==> config.mk <==
export PLATFORM = sky130hd
export DESIGN_NAME = eps_mobile_identity_ie_parser
export DESIGN_NICKNAME = d
export VERILOG_FILES = /design/src/sv/epsmi_pkg.sv /design/src/sv/epsmi_decode.sv /design/src/sv/epsmi_core.sv /design/src/sv/eps_mobile_identity_ie_parser.sv
export SDC_FILE = /design/constraint.sdc
export NUM_CORES = 1
export LEC_CHECK = 0
export ABC_AREA = 1
export BUFFER_PORTS_ARGS = -buffer_cell sky130_fd_sc_hd__buf_4
export CORE_UTILIZATION = 57
export CTS_CLUSTER_SIZE = 16
export DETAILED_ROUTE_END_ITERATION = 6
export GPL_ROUTABILITY_DRIVEN = 1
export MAX_ROUTING_LAYER = met4
export PLACE_DENSITY = 0.79
export SLEW_MARGIN = 20
export SYNTH_ARGS = -nofsm -noshare
export SYNTH_HDL_FRONTEND = slang
export SYNTH_SLANG_ARGS = --single-unit
export TNS_END_PERCENT = 5
==> constraint.sdc <==
create_clock -name clk -period 6.4 [get_ports clk]
set_clock_uncertainty 0.2 [all_clocks]
set_input_delay 0.64 -clock clk [delete_from_list [all_inputs] [get_ports clk]]
set_output_delay 0.64 -clock clk [all_outputs]
set_load 0.03 [all_outputs]
==> src/sv/epsmi_pkg.sv <==
package epsmi_pkg;

  localparam int MAX_VALUE_BYTES = 11;
  localparam int STORE_IW = $clog2(MAX_VALUE_BYTES);

  localparam logic [1:0] ST_OK    = 2'd0;
  localparam logic [1:0] ST_SHORT = 2'd1;
  localparam logic [1:0] ST_IEI   = 2'd2;
  localparam logic [1:0] ST_VALUE = 2'd3;

  localparam logic [2:0] KIND_IMSI = 3'd1;
  localparam logic [2:0] KIND_IMEI = 3'd3;
  localparam logic [2:0] KIND_GUTI = 3'd6;

  localparam logic [3:0] NIB_FILL = 4'hf;

  localparam logic [7:0] IMSI_MIN_LEN  = 8'd4;
  localparam logic [7:0] IMSI_MAX_USED = 8'd8;
  localparam logic [7:0] IMEI_LEN      = 8'd8;
  localparam logic [7:0] GUTI_LEN      = 8'd11;
  localparam logic [4:0] IMSI_MIN_DIG  = 5'd6;

  typedef struct packed {
    logic [7:0] data_byte;
    logic       first_of_buffer;
    logic       last_of_buffer;
  } in_t;

  typedef struct packed {
    logic [1:0]  status;
    logic [2:0]  identity_kind;
    logic        odd_even_flag;
    logic [59:0] bcd_digits;
    logic [23:0] plmn_digits;
    logic [15:0] group_id;
    logic [7:0]  node_code;
    logic [31:0] temp_subscriber_id;
    logic [3:0]  bytes_consumed;
  } out_t;

  typedef logic [MAX_VALUE_BYTES-1:0][7:0] store_t;

  typedef enum logic [4:0] {
    PH_IDLE = 5'b00001,
    PH_LEN  = 5'b00010,
    PH_VAL1 = 5'b00100,
    PH_VAL2 = 5'b01000,
    PH_DONE = 5'b10000
  } phase_t;

endpackage

==> src/sv/epsmi_decode.sv <==
module epsmi_decode (
  input  epsmi_pkg::store_t store,
  input  logic [7:0]        elem_len,
  input  logic              hdr2,
  output epsmi_pkg::out_t   res
);
  import epsmi_pkg::*;

  logic [7:0] b0;
  logic [2:0] kind;
  logic       odd;
  logic [3:0] used;
  logic [4:0] nd;
  logic [3:0] hdr;
  logic [3:0] dig [15];
  logic       bad;
  logic [59:0] bcd;

  always_comb begin
    b0   = store[0];
    kind = b0[2:0];
    odd  = b0[3];
    hdr  = hdr2 ? 4'd2 : 4'd1;
    if (kind == KIND_IMEI) begin
      used = 4'(IMEI_LEN);
    end else if (elem_len < IMSI_MAX_USED) begin
      used = elem_len[3:0];
    end else begin
      used = 4'(IMSI_MAX_USED);
    end
    nd = odd ? 5'({used, 1'b0} - 5'd1) : 5'({used, 1'b0} - 5'd2);

    // digit k comes from value byte (k+1)/2, low nibble for odd k
    dig[0] = b0[7:4];
    for (int k = 1; k < 15; k++) begin
      if (4'((k + 1) >> 1) < used) begin
        dig[k] = (k % 2 == 1) ? store[(k + 1) >> 1][3:0] : store[(k + 1) >> 1][7:4];
      end else begin
        dig[k] = NIB_FILL;
      end
    end

    bad = (nd < IMSI_MIN_DIG);
    for (int k = 0; k < 15; k++) begin
      if ((5'(k) < nd) && (dig[k] == NIB_FILL)) bad = 1'b1;
      // even count: the last high nibble is filler and must be 0xf
      if (!odd && (5'(k) == nd) && (dig[k] != NIB_FILL)) bad = 1'b1;
    end

    bcd = '0;
    for (int k = 0; k < 15; k++) begin
      bcd[4*k +: 4] = dig[k];
    end

    res = '0;
    if (elem_len == 8'd0) begin
      res.status = ST_SHORT;
    end else begin
      case (kind)
        KIND_IMSI: begin
          if (elem_len < IMSI_MIN_LEN) begin
            res.status = ST_SHORT;
          end else if (bad) begin
            res.status = ST_VALUE;
          end else begin
            res.status         = ST_OK;
            res.identity_kind  = kind;
            res.odd_even_flag  = odd;
            res.bcd_digits     = bcd;
            res.bytes_consumed = hdr + used;
          end
        end
        KIND_IMEI: begin
          if (elem_len < IMEI_LEN) begin
            res.status = ST_SHORT;
          end else begin
            res.status         = ST_OK;
            res.identity_kind  = kind;
            res.odd_even_flag  = odd;
            res.bcd_digits     = bcd;
            res.bytes_consumed = hdr + used;
          end
        end
        KIND_GUTI: begin
          if (elem_len < GUTI_LEN) begin
            res.status = ST_SHORT;
          end else if (b0[7:4] != NIB_FILL) begin
            res.status = ST_VALUE;
          end else begin
            res.status             = ST_OK;
            res.identity_kind      = kind;
            res.odd_even_flag      = odd;
            res.plmn_digits        = {store[2][7:4], store[3][7:4], store[3][3:0],
                                      store[2][3:0], store[1][7:4], store[1][3:0]};
            res.group_id           = {store[4], store[5]};
            res.node_code          = store[6];
            res.temp_subscriber_id = {store[7], store[8], store[9], store[10]};
            res.bytes_consumed     = hdr + 4'(GUTI_LEN);
          end
        end
        default: begin
          res.status = ST_VALUE;
        end
      endcase
    end
  end

endmodule

==> src/sv/epsmi_core.sv <==
module epsmi_core (
  input  logic            clk,
  input  logic            rst_n,
  input  logic            step_en,
  input  epsmi_pkg::in_t  item,
  input  logic [7:0]      expected_iei,
  output logic            res_valid,
  output epsmi_pkg::out_t res
);
  import epsmi_pkg::*;

  phase_t     phase_r, phase_step, phase_nxt;
  logic [7:0] len_r, len_nxt;
  logic [7:0] cnt_r, cnt_nxt;
  store_t     store_r, store_nxt;
  logic       active;
  logic       iei_fail;
  logic       hit;
  out_t       dec_res;

  always_comb begin
    phase_step = phase_r;
    len_nxt    = len_r;
    cnt_nxt    = cnt_r;
    store_nxt  = store_r;
    active     = 1'b0;
    iei_fail   = 1'b0;
    if (step_en) begin
      if (item.first_of_buffer) begin
        active  = 1'b1;
        cnt_nxt = '0;
        len_nxt = '0;
        if (expected_iei != 8'd0) begin
          if (item.data_byte != expected_iei) begin
            iei_fail = 1'b1;
          end else begin
            phase_step = PH_LEN;
          end
        end else begin
          len_nxt    = item.data_byte;
          phase_step = PH_VAL1;
        end
      end else begin
        case (phase_r)
          PH_LEN: begin
            active     = 1'b1;
            len_nxt    = item.data_byte;
            phase_step = PH_VAL2;
          end
          PH_VAL1, PH_VAL2: begin
            active = 1'b1;
            // bytes past the store are counted but dropped
            if (cnt_r < 8'(MAX_VALUE_BYTES)) begin
              store_nxt[cnt_r[STORE_IW-1:0]] = item.data_byte;
            end
            cnt_nxt = cnt_r + 8'd1;
          end
          default: ;
        endcase
      end
    end
  end

  epsmi_decode u_decode (
    .store    (store_nxt),
    .elem_len (len_nxt),
    .hdr2     (phase_step == PH_VAL2),
    .res      (dec_res)
  );

  assign hit = active && !iei_fail && (cnt_nxt == len_nxt) &&
               ((phase_step == PH_VAL1) || (phase_step == PH_VAL2));

  always_comb begin
    phase_nxt = phase_step;
    res_valid = 1'b0;
    res       = '0;
    if (iei_fail) begin
      res_valid  = 1'b1;
      res.status = ST_IEI;
      phase_nxt  = PH_DONE;
    end else if (hit) begin
      res_valid = 1'b1;
      res       = dec_res;
      phase_nxt = PH_DONE;
    end else if (active && item.last_of_buffer) begin
      res_valid  = 1'b1;
      res.status = ST_SHORT;
      phase_nxt  = PH_DONE;
    end
  end

  always_ff @(posedge clk) begin
    if (!rst_n) begin
      phase_r <= PH_IDLE;
      len_r   <= '0;
      cnt_r   <= '0;
    end else begin
      phase_r <= phase_nxt;
      len_r   <= len_nxt;
      cnt_r   <= cnt_nxt;
    end
  end

  always_ff @(posedge clk) begin
    store_r <= store_nxt;
  end

endmodule

==> src/sv/eps_mobile_identity_ie_parser.sv <==
// EPS mobile identity element parser. Takes one buffer byte per cycle on the in_ channel and
// gives at most one result per buffer on the out_ channel, on a mismatched IEI byte, on the
// byte that completes the value or on the last byte of a short buffer. Each byte passes an
// input register and then the per-byte state update and identity decode into the output
// register; the single state update per byte sets the rate of one byte per cycle, sustained
// while out_ready stays high. expected_iei is written through the cfg_ port, which is always
// ready, and is used on the first byte of each buffer.
module eps_mobile_identity_ie_parser (
  input  logic            clk,
  input  logic            rst_n,
  input  logic            in_valid,
  output logic            in_ready,
  input  epsmi_pkg::in_t  in_data,
  output logic            out_valid,
  input  logic            out_ready,
  output epsmi_pkg::out_t out_data,
  input  logic            cfg_valid,
  output logic            cfg_ready,
  input  logic [7:0]      cfg_data
);
  import epsmi_pkg::*;

  logic       a_valid_r;
  in_t        a_data_r;
  logic       out_valid_r;
  out_t       out_data_r;
  logic [7:0] iei_r;
  logic       advance;
  logic       res_valid;
  out_t       res;

  assign advance   = !out_valid_r || out_ready;
  assign in_ready  = !a_valid_r || advance;
  assign cfg_ready = 1'b1;
  assign out_valid = out_valid_r;
  assign out_data  = out_data_r;

  epsmi_core u_core (
    .clk          (clk),
    .rst_n        (rst_n),
    .step_en      (a_valid_r && advance),
    .item         (a_data_r),
    .expected_iei (iei_r),
    .res_valid    (res_valid),
    .res          (res)
  );

  always_ff @(posedge clk) begin
    if (!rst_n) begin
      a_valid_r   <= 1'b0;
      out_valid_r <= 1'b0;
      iei_r       <= '0;
    end else begin
      if (in_ready) a_valid_r <= in_valid;
      if (advance) out_valid_r <= a_valid_r && res_valid;
      if (cfg_valid) iei_r <= cfg_data;
    end
  end

  always_ff @(posedge clk) begin
    if (in_valid && in_ready) a_data_r <= in_data;
    if (advance) out_data_r <= res;
  end

  // a failed parse carries nothing but its status
  a_fail_clean: assert property (@(posedge clk) disable iff (!rst_n)
    (out_valid_r && (out_data_r.status != ST_OK)) |->
      ((out_data_r.bytes_consumed == 4'd0) && (out_data_r.bcd_digits == '0) &&
       (out_data_r.identity_kind == 3'd0)))
    else $error("failed result carries field data");

  a_ok_counts: assert property (@(posedge clk) disable iff (!rst_n)
    (out_valid_r && (out_data_r.status == ST_OK)) |-> (out_data_r.bytes_consumed >= 4'd5))
    else $error("successful result with too few bytes consumed");

  a_ready_free: assert property (@(posedge clk) disable iff (!rst_n)
    !out_valid_r |-> in_ready)
    else $error("input stalled with empty output register");

  a_hold: assert property (@(posedge clk) disable iff (!rst_n)
    (out_valid_r && !out_ready) |=> (out_valid_r && $stable(out_data_r)))
    else $error("stalled result changed");

endmodule

==> results of run 1 <==
## kinds of logic (layout without fill, tap and decap cells)
| family | after synthesis | count (layout) |
|---|---|---|
| AO/OA/AOI/OAI | 154 | 154 |
| flip-flops | 279 | 279 |
| AND/OR/NAND/NOR | 596 | 596 |
| adder cells (fa/ha/maj) | 8 | 8 |
| multiplexers | 1 | 1 |
| other | 1 | 1 |
| buffers and inverters | 323 | 506 |
| XOR/XNOR | 13 | 13 |
## metal layers
| layer | GRT usage, % | up-vias | part of all wire (%) | routed length [um] |
|---|---|---|---|---|
| met2 | 43.0 | 320 | 48 | 13700 |
| met3 | 3.12 | 61 | 5.9 | 1700 |
| met1 | 34.6 | 4294 | 43 | 12400 |
| met4 | 8.37 | 0 | 2.7 | 767 |
| met5 | - | - | 0 | 0 |
| li1 | - | 4596 | - | - |
## flip-flops by register name (all words and copies together), names as in the netlist
register	count
a_valid_r	1
u_core.cnt_r	8
u_core.phase_r	5
out_data	150
out_valid	1
u_core.store_r	88
u_core.len_r	8
a_data_r	10
iei_r	8
## per-stage QoR
step	util, %	instance area (um2)
final	69.2	14600
after floorplan	-	12300
after CTS	69.2	14600
after global routing	69.2	14600
after detailed placement	64.9	13700
after global placement	64.9	13700
## power breakdown
group / total [W] / leakage [nW] / internal (W) / switching [W]
clock network: 0.00163 / 0.441 / 0.000963 / 0.000669
logic: 0.000251 / 4.11 / 0.0000779 / 0.000173
registers: 0.00197 / 2.87 / 0.00193 / 0.0000385
## worst max-delay path: cells and delay by family (launching register included)
kind	cells	cell delay (ns)
flip-flops	1	0.37
adder cells (fa/ha/maj)	1	0.39
AO/OA/AOI/OAI	1	0.12
buffers and inverters	2	0.42
AND/OR/NAND/NOR	19	3.43
## path summary, 6_finish.rpt
check	from	to	slack, ns	cells past startpoint
min	in_data[3]	a_data_r[3]	0.08	1
max reg2reg	out_valid	out_data[105]	1.29	23
min reg2reg	u_core.len_r[4]	u_core.len_r[4]	0.29	2
max	out_valid	out_data[105]	1.29	23
## layout by cell type, fill, tap and decap left out, types with 2 or more instances in the layout
cell type  netlist  routed
inv_1          255     255
nand2_1        237     237
nor2_1         190     190
buf_4            6     178
edfxtp_1       160     160
dfxtp_1        119     119
o21ai_0        116     116
nor2_2          63      63
nand3_1         42      42
clkbuf_16        0      27
inv_2           20      20
nor3_1          16      16
o21ai_1         14      14
nand2_2         14      13
a21oi_1         12      12
nand4_1         10      10
xnor2_1          9       9
ha_1             8       8
nor2_4           7       7
clkbuf_1        18       7
clkinv_1         3       6
o21ai_2          4       4
nand2_4          4       4
xor2_1           4       4
bufinv_16        0       4
clkinv_2         0       4
nand3b_1         3       3
nand2_8          1       2
nor3_2           2       2
inv_6            0       2
clkbuf_8         0       2
## area by class of cell
cell class              count  area (um2)  share of cell area [%]
clock buffers              36         729                    5.00
clock inverters            14         176                    1.21
inverters                 278        1040                    7.15
multi-input cells         773        3770                    25.9
flip-flops and latches    279        7190                    49.3
well taps                 275         344                    2.36
repair buffers            178        1340                    9.16
==> results.yml, run 1 <==
placement:
  place.detailed.instances: 1783
  detailedPlacementHpwl_um: 19000
  preCtsSetupSlack_ns: 0.990
  routabilityCongestion: 0.884
  io_buffer_count: 174
timing:
  report.final.slew_viol_count: 0
  final.setup.tns_ns: 0
  hold_viol_final: 0
  finalSetupViolCount: 0
  grt_setup_unrepaired: "no"
  timing.final.crit_share_pct: 79.8
  fin_crit_ns: 5.11
  slew_headroom_pct: 31.7
  transition_time_at_the_pin_with_the_least_slew_margin_ns: 1.02
  worst_hold_slack_ns: 0.0758
  timing.final.ws_setup_ns: 1.29
  fmax_ghz: 0.196
critical_path:
  timing.critical_path.to_type: "register"
  maximum_single_stage_delay_on_the_critical_path_ns: 0.46
  worstSetupPathType: "register to register"
  cp-start-kind: "register"
  timing.critical_path.fanout_max: 69
  critPathArrivalTime_ns: 5.28
  cp_cell_sequence: "nand2_8, nand2_2, nor2_2, buf_4, nand2_2, nand2_1, nand2_2, nand2_4, nor2_8, nor2_4, nand2_1, ha_1, inv_1, nand2_1, o21ai_1, nand2_1, nor2_1, nand3_1, nor2_4, nand2_2, nand2_4, nand2_8, nor2_2"
  cell_type_of_the_slowest_stage_on_the_worst_timing_path: "nor2_4"
  worstPathRequired_ns: 6.58
cells_and_area:
  fraction_of_layout_instances_using_a_drive_strength_above_1_pct: 21.8
  antenna-diode-count: 0
  stdcell_count: 1833
  fillerInstances: 1623
  design.final.nets: 1568
  area_growth_syn_to_layout_pct: 18.6
run_status:
  run_status: "finished, final reports clean"
logic_synthesis:
  multiplexer_share_of_the_synthesized_area_pct: 0.0915
  cell_accounting_for_the_most_synthesized_area: "edfxtp_1"
  synth_top_cells_by_area: "edfxtp_1 39%, dfxtp_1 19%, inv_1 7.8%"
  netlist.area_leader.share_pct: 39.0
  synth_warnings: 0
  syn-mean-instance-area_um2: 8.95
  yosysMostFrequentCell: "inv_1"
  synthSimpleGateAreaFrac_pct: 22.1
  synth-edff-count: 160
  syn_nets: 1406
  synth_adder_area_share_pct: 0.813
  netlist-cell-type-count: 47
  synth_seq_cells: 279
  netlist_area_mm2: 0.0123
  dominant_synthesized_flop_cell: "edfxtp_1"
  synth-xor-area-share_pct: 0.925
  synth_compound_area_share_pct: 6.63
  yosys-top-cells-count: "255 x inv_1, 237 x nand2_1, 190 x nor2_1"
  synth.yosys.seq_area_share_pct: 58.4
  share_of_synthesized_flip_flops_with_an_asynchronous_set_or_reset_pct: 0
  synthCells: 1375
  synth_top_family_by_area: "simple AND/OR/NAND/NOR gates"
clock_network:
  ctsHoldBuffers: 0
  number_of_buffers_inserted_by_post_cts_setup_repair: 0
  cts_root_buf: "clkbuf_16"
  max-clock-path-buffers: 3
  tritoncts: "built"
  post_cts.resized_instances: 0
  htree_num_levels: 1
  clock_insertion_delay_at_the_later_pin_of_the_skew_report_ns: 0.54
  worst_setup_hold_path_clk_slew_ns: 0.06
  cts.sinks: 279
  cts-buffers-inserted: 27
routing:
  viasPerCell: 5.06
  detail_route.first_pass.iterations: 6
  detail_route.wirelength_um: 28600
  detailedRoute.firstIterationViolations: 633
  post-route-drc-count: 0
  wl_per_cell_um: 15.6
  ant_nets: 0
  vias: 9271
floorplanning:
  floorplan.die_area_mm2: 0.0222
  die-width_um: 149
  num_io_pins: 176
  die_height_um: 149
  area_of_the_core_mm2: 0.0211
  initial_utilization_pct: 58.4
  row_count: 53
grt:
  grt_use_total_pct: 26.4
  grt_pass1_vias: 8675
  grt_overflow_total: 0
  grt_antenna_before_repair: 0
  grt_pass1_wl_um: 44200
  maximum_number_of_pins_on_one_net_before_global_route_repair: 85
pwr:
  post-layout-total-power_w: 0.00385
  ir_worst_vdd_mv: 0.316
  power-per-cell-area_mw_per_mm2: 264
  leakage_nw: 7.42
run:
  max_cap_violations: 0
hold_path:
  worst_hold_path_type: "primary input to register"
No activity file was read; power rests on OpenSTA's default activity.
==> run 2, diff against run 1 <==
Settings changed: CORE_UTILIZATION 57 to 52, PLACE_DENSITY 0.79 to 0.76.
Clock period 6.4 ns to 4.2 ns, I/O delays scaled along.
==> results.yml, run 2 (synthesis gave the netlist of run 1 again) <==
placement:
  io_buffer_count: 174
  detailedPlacementHpwl_um: 20000
  place.detailed.instances: 1859
  routabilityCongestion: 0.923
pwr:
  sw_frac_of_total_pct: 23.3
  p_seq_share_pct: 48.0
  clock_power_share_pct: 44.6
  power-per-cell-area_mw_per_mm2: 396
  power.combinational.fraction_pct: 7.4
  ir_worst_vdd_mv: 0.312
  leakage_nw: 7.88
  power.switching_w: 0.00144
  post-layout-total-power_w: 0.00620
  internal_cell_power_w: 0.00475
cells_and_area:
  layout_commonest_cell: "inv_1"
  largest_register_ff_count: 150
  design.final.nets: 1649
  mostFrequentLayoutCells: "253 x inv_1, 234 x nand2_1, 219 x buf_4"
  stdcell_count: 1954
  fillerInstances: 1823
  area_growth_syn_to_layout_pct: 27.1
  antenna-diode-count: 0
  fraction_of_layout_instances_using_a_drive_strength_above_1_pct: 25.1
timing:
  finalSetupViolCount: 0
  fmax_ghz: 0.251
  hold_viol_final: 0
  fin_crit_ns: 3.98
  slew_headroom_pct: 29.7
  transition_time_at_the_pin_with_the_least_slew_margin_ns: 1.06
  report.final.slew_viol_count: 0
  timing.final.crit_share_pct: 94.7
routing:
  detailedRoute.firstIterationViolations: 811
  detail_route.first_pass.iterations: 6
  detail_route.wirelength_um: 31200
  ant_nets: 0
  vias: 9753
  wl_per_cell_um: 16.0
  post-route-drc-count: 0
  viasPerCell: 4.99
grt:
  grt_pass1_vias: 9058
  maximum_number_of_pins_on_one_net_before_global_route_repair: 152
  grt_pass1_wl_um: 47000
  grt_use_total_pct: 25.6
  grt_antenna_before_repair: 0
  grt_overflow_total: 0
critical_path:
  worstPathRequired_ns: 4.41
  worstSetupPathType: "register to register"
  maximum_single_stage_delay_on_the_critical_path_ns: 0.47
  critical_path_source: "a_data_r[1]"
  cp_cell_sequence: "inv_2, nor2_4, inv_2, nand2_1, buf_4, o21ai_2, nor2_2, o21ai_2, buf_4, o21ai_1, nand4_1, nand3_1, nor2_1, nand2_1, nor2_4, nand2_2, nand2_8, nand2_8, nor2_2"
  cp-start-kind: "register"
  critPathArrivalTime_ns: 4.18
  regToRegEndpoint: "out_data[126]"
  timing.critical_path.fanout_max: 11
  worstSetupEndpoint: "out_data[126]"
  worstReg2RegStart: "a_data_r[1]"
  reg2reg_slack_ns: 0.22
  worst_reg2reg_path_length_in_cells: 19
  cell_type_of_the_slowest_stage_on_the_worst_timing_path: "edfxtp_1"
  timing.critical_path.to_type: "register"
floorplanning:
  initial_utilization_pct: 53.7
  die-width_um: 156
  area_of_the_core_mm2: 0.0229
  die_height_um: 156
  num_io_pins: 176
  row_count: 55
  floorplan.die_area_mm2: 0.0243
clock_network:
  cts_root_buf: "clkbuf_16"
  clock_insertion_delay_at_the_later_pin_of_the_skew_report_ns: 0.55
  htree_num_levels: 1
  cts.sinks: 279
  worst_setup_hold_path_clk_slew_ns: 0.07
  max-clock-path-buffers: 3
  cts-buffers-inserted: 29
  tritoncts: "built"
run:
  max_cap_violations: 0
hold_path:
  worst_hold_path_type: "primary input to register"
run_status:
  run_status: "finished, final reports clean"
run 2: final cells by class:
class,count,area (um2),share of cell area [%]
repair buffers,250,1980,12.7
clock inverters,17,223,1.42
flip-flops and latches,279,7190,45.9
inverters,278,1050,6.68
well taps,313,392,2.50
multi-input cells,780,3990,25.5
clock buffers,37,827,5.29
run 2: timing repair:
action,in CTS,in global routing
pin swaps,1,8
hold endpoints to repair,22,0
resized for setup,1,37
gates cloned,1,6
hold buffers,28,0
setup endpoints to repair,36,125
buffers inserted,0,6
run 2: through the flow:
step                setup slack [ns]  TNS, ns  hold WS [ns]  cell area, um2  utilization, %
CTS                           0.0652        0        0.0222           15400            67.2
detailed placement           -0.0131  -0.0255         0.288           14000            61.3
global placement              0.0992        0         0.270           14000            61.3
floorplan                      0.109        0         0.260           12300               -
global route                -0.00770  -0.0357        0.0570           15600            68.3
finish                         0.223        0        0.0362           15600            68.3
run 2: power by group through the flow:
stage	Sequential (W)	Clock, W	Combinational (W)
6_report	0.00298	0.00276	0.000459
5_1_grt	0.00298	0.00290	0.000487
4_1_cts	0.00298	0.00278	0.000448
3_5_place_dp	0.00304	0	0.000426
3_3_place_gp	0.00304	0	0.000422
2_1_floorplan	0.00314	0	0.000157
run 2: how the worst min path moves through the flow:
stage / startpoint / to / slack (ns) / cells past startpoint
after detailed placement: u_core.store_r[0] / u_core.store_r[0] / 0.29 / 2
after floorplan: u_core.len_r[4] / u_core.len_r[4] / 0.26 / 2
after global placement: u_core.len_r[4] / u_core.len_r[4] / 0.27 / 2
final: out_ready / a_valid_r / 0.04 / 4
after CTS: out_ready / a_valid_r / 0.02 / 4
after global routing: out_ready / a_valid_r / 0.06 / 4
run 2: metal layers:
metal	vias to the layer above	GRT usage, %	share of wire, %
li1	4786	-	-
met1	4578	33.0	43
met2	332	42.9	49
met3	57	3.56	5.9
met4	0	6.16	2.4
met5	-	-	0
run 2: worst max-delay path: cells and delay by family (launching register included):
family	cells	cell delay (ns)
and+or+nand+nor	12	1.54
AOI/OAI and AO/OA	3	0.91
DFF	1	0.47
buffers and inverters	4	0.67
==> run 3, diff against run 2 <==
Settings changed: CTS_BUF_LIST from default to sky130_fd_sc_hd__clkbuf_8 sky130_fd_sc_hd__clkbuf_16.
==> results.yml, run 3 (synthesis gave the netlist of run 1 again) <==
timing:
  slew_headroom_pct: 29.8
  report.final.slew_viol_count: 0
  finalSetupViolCount: 0
  hold_viol_final: 0
  timing.final.crit_share_pct: 94.8
  fmax_ghz: 0.251
  fin_crit_ns: 3.98
  transition_time_at_the_pin_with_the_least_slew_margin_ns: 1.05
  final.setup.tns_ns: 0
pwr:
  leakage_nw: 7.89
  power-per-cell-area_mw_per_mm2: 396
  ir_worst_vdd_mv: 0.312
routing:
  post-route-drc-count: 0
  post_route_met1_wirelength_um: 13400
  ant_nets: 0
  vias: 9759
  routed_wl_met2_um: 15200
  dr.max_layer_used: "met4"
  viasPerCell: 4.99
  wl_per_cell_um: 16.0
  detail_route.wirelength_um: 31200
  route.met3.wl_um: 1870
  detail_route.first_pass.iterations: 6
  detailedRoute.firstIterationViolations: 811
clock_network:
  cts_root_buf: "clkbuf_16"
  clock_insertion_delay_at_the_later_pin_of_the_skew_report_ns: 0.55
  max-clock-path-buffers: 3
  worst_setup_hold_path_clk_slew_ns: 0.07
  cts.sinks: 279
  cts-buffers-inserted: 29
  htree_num_levels: 1
  tritoncts: "built"
floorplanning:
  initial_utilization_pct: 53.7
  area_of_the_core_mm2: 0.0229
  num_io_pins: 176
  floorplan.die_area_mm2: 0.0243
  die_height_um: 156
  die-width_um: 156
  row_count: 55
critical_path:
  critPathArrivalTime_ns: 4.19
  worstReg2RegStart: "a_data_r[1]"
  cpLargestDelayFamily: "simple AND/OR/NAND/NOR gates"
  cp_cell_sequence: "inv_2, nor2_4, inv_2, nand2_1, buf_4, o21ai_2, nor2_2, o21ai_2, buf_4, o21ai_1, nand4_1, nand3_1, nor2_1, nand2_1, nor2_4, nand2_2, nand2_8, nand2_8, nor2_2"
  timing.critical_path.to_type: "register"
  worstSetupPathType: "register to register"
  regToRegEndpoint: "out_data[126]"
  worst_reg2reg_path_length_in_cells: 19
  cp-start-kind: "register"
  worstPathRequired_ns: 4.41
  cell_type_of_the_slowest_stage_on_the_worst_timing_path: "edfxtp_1"
  crit_buf_inv: 4
  timing.critical_path.fanout_max: 11
  reg2reg_slack_ns: 0.22
  maximum_single_stage_delay_on_the_critical_path_ns: 0.47
hold_path:
  hold_path_sink: "a_valid_r"
  holdPathStages: 4
  holdCritStartpoint: "out_ready"
  worst_hold_path_type: "primary input to register"
cells_and_area:
  sequential_cell_area_mm2: 0.00719
  design.final.nets: 1649
  fillerInstances: 1823
  area_growth_syn_to_layout_pct: 27.1
  fraction_of_layout_instances_using_a_drive_strength_above_1_pct: 25.1
  largest_register_ff_count: 150
  mostFrequentLayoutCells: "255 x inv_1, 234 x nand2_1, 219 x buf_4"
  layout_commonest_cell: "inv_1"
  finalInstanceArea_mm2: 0.0156
  antenna-diode-count: 0
  multi_input_area_mm2: 0.00399
grt:
  grt_antenna_before_repair: 0
  grt_use_total_pct: 25.6
  grt_pass1_wl_um: 47000
  grt_overflow_total: 0
  grt_pass1_vias: 9058
  maximum_number_of_pins_on_one_net_before_global_route_repair: 152
placement:
  detailedPlacementHpwl_um: 20000
  placed_cell_area_mm2: 0.0140
  io_buffer_count: 174
  routabilityCongestion: 0.923
run:
  max_cap_violations: 0
run_status:
  run_status: "finished, final reports clean"
==> run 3: changes by cell type in the layout (fill, tap and decap cells not counted) <==
cell	before	now
inv_1	253	255
clkbuf_1	2	0
==> run 3: cell type report <==
cell class / count / share of cell area (%)
clock inverters: 19 / 1.47
multi-input cells: 780 / 25.5
repair buffers: 250 / 12.7
well taps: 313 / 2.50
flip-flops and latches: 279 / 45.9
inverters: 278 / 6.68
clock buffers: 35 / 5.24
==> run 3: worst register-to-register path, stage by stage (launching register included) <==
cell and delay [ns]:
edfxtp_1 0.47, inv_2 0.20, nor2_4 0.10, inv_2 0.10, nand2_1 0.09, buf_4 0.15
o21ai_2 0.36, nor2_2 0.11, o21ai_2 0.47, buf_4 0.22, o21ai_1 0.08, nand4_1 0.12
nand3_1 0.08, nor2_1 0.10, nand2_1 0.09, nor2_4 0.18, nand2_2 0.13, nand2_8 0.26
nand2_8 0.18, nor2_2 0.14
==> run 3: metal layers <==
layer	track usage, %	vias up
met2	42.9	340
li1	-	4786
met3	3.56	55
met1	33.0	4578
met4	6.16	0
met5	-	-
==> run 3: worst max-delay path by stage <==
stage,startpoint,to,depth (start not counted)
finish,a_data_r[1],out_data[126],19
detailed placement,u_core.cnt_r[0],out_data[84],23
global placement,out_ready,out_data[84],23
CTS,u_core.cnt_r[0],out_data[126],23
global route,u_core.cnt_r[0],out_data[138],19
floorplan,out_valid,out_data[136],25
==> run 3: where the power goes <==
group / leakage, nW / internal, W / switching (W)
registers: 2.87 / 0.00294 / 0.0000334
logic: 4.50 / 0.000159 / 0.000300
clock network: 0.514 / 0.00165 / 0.00111
==> run 3: repair_timing <==
action / in CTS / in global routing
hold endpoints to repair: 22 / 0
pin swaps: 1 / 8
cloned: 1 / 6
setup buffers: 0 / 6
hold buffers: 28 / 0
setup endpoints to repair: 36 / 125
gates resized for setup: 1 / 37
==> run 3: per-stage QoR <==
step / instances / total power (W) / setup WS (ns) / utilization, % / hold slack, ns
after floorplan: 1375 / 0.00329 / 0.109 / - / 0.260
after detailed placement: 1859 / 0.00346 / -0.0131 / 61.3 / 0.288
after CTS: 1942 / 0.00621 / 0.0652 / 67.2 / 0.0222
final: 1954 / 0.00619 / 0.219 / 68.3 / 0.0362
after global routing: 1954 / 0.00636 / -0.00770 / 68.3 / 0.0570
after global placement: 1859 / 0.00346 / 0.0992 / 61.3 / 0.270
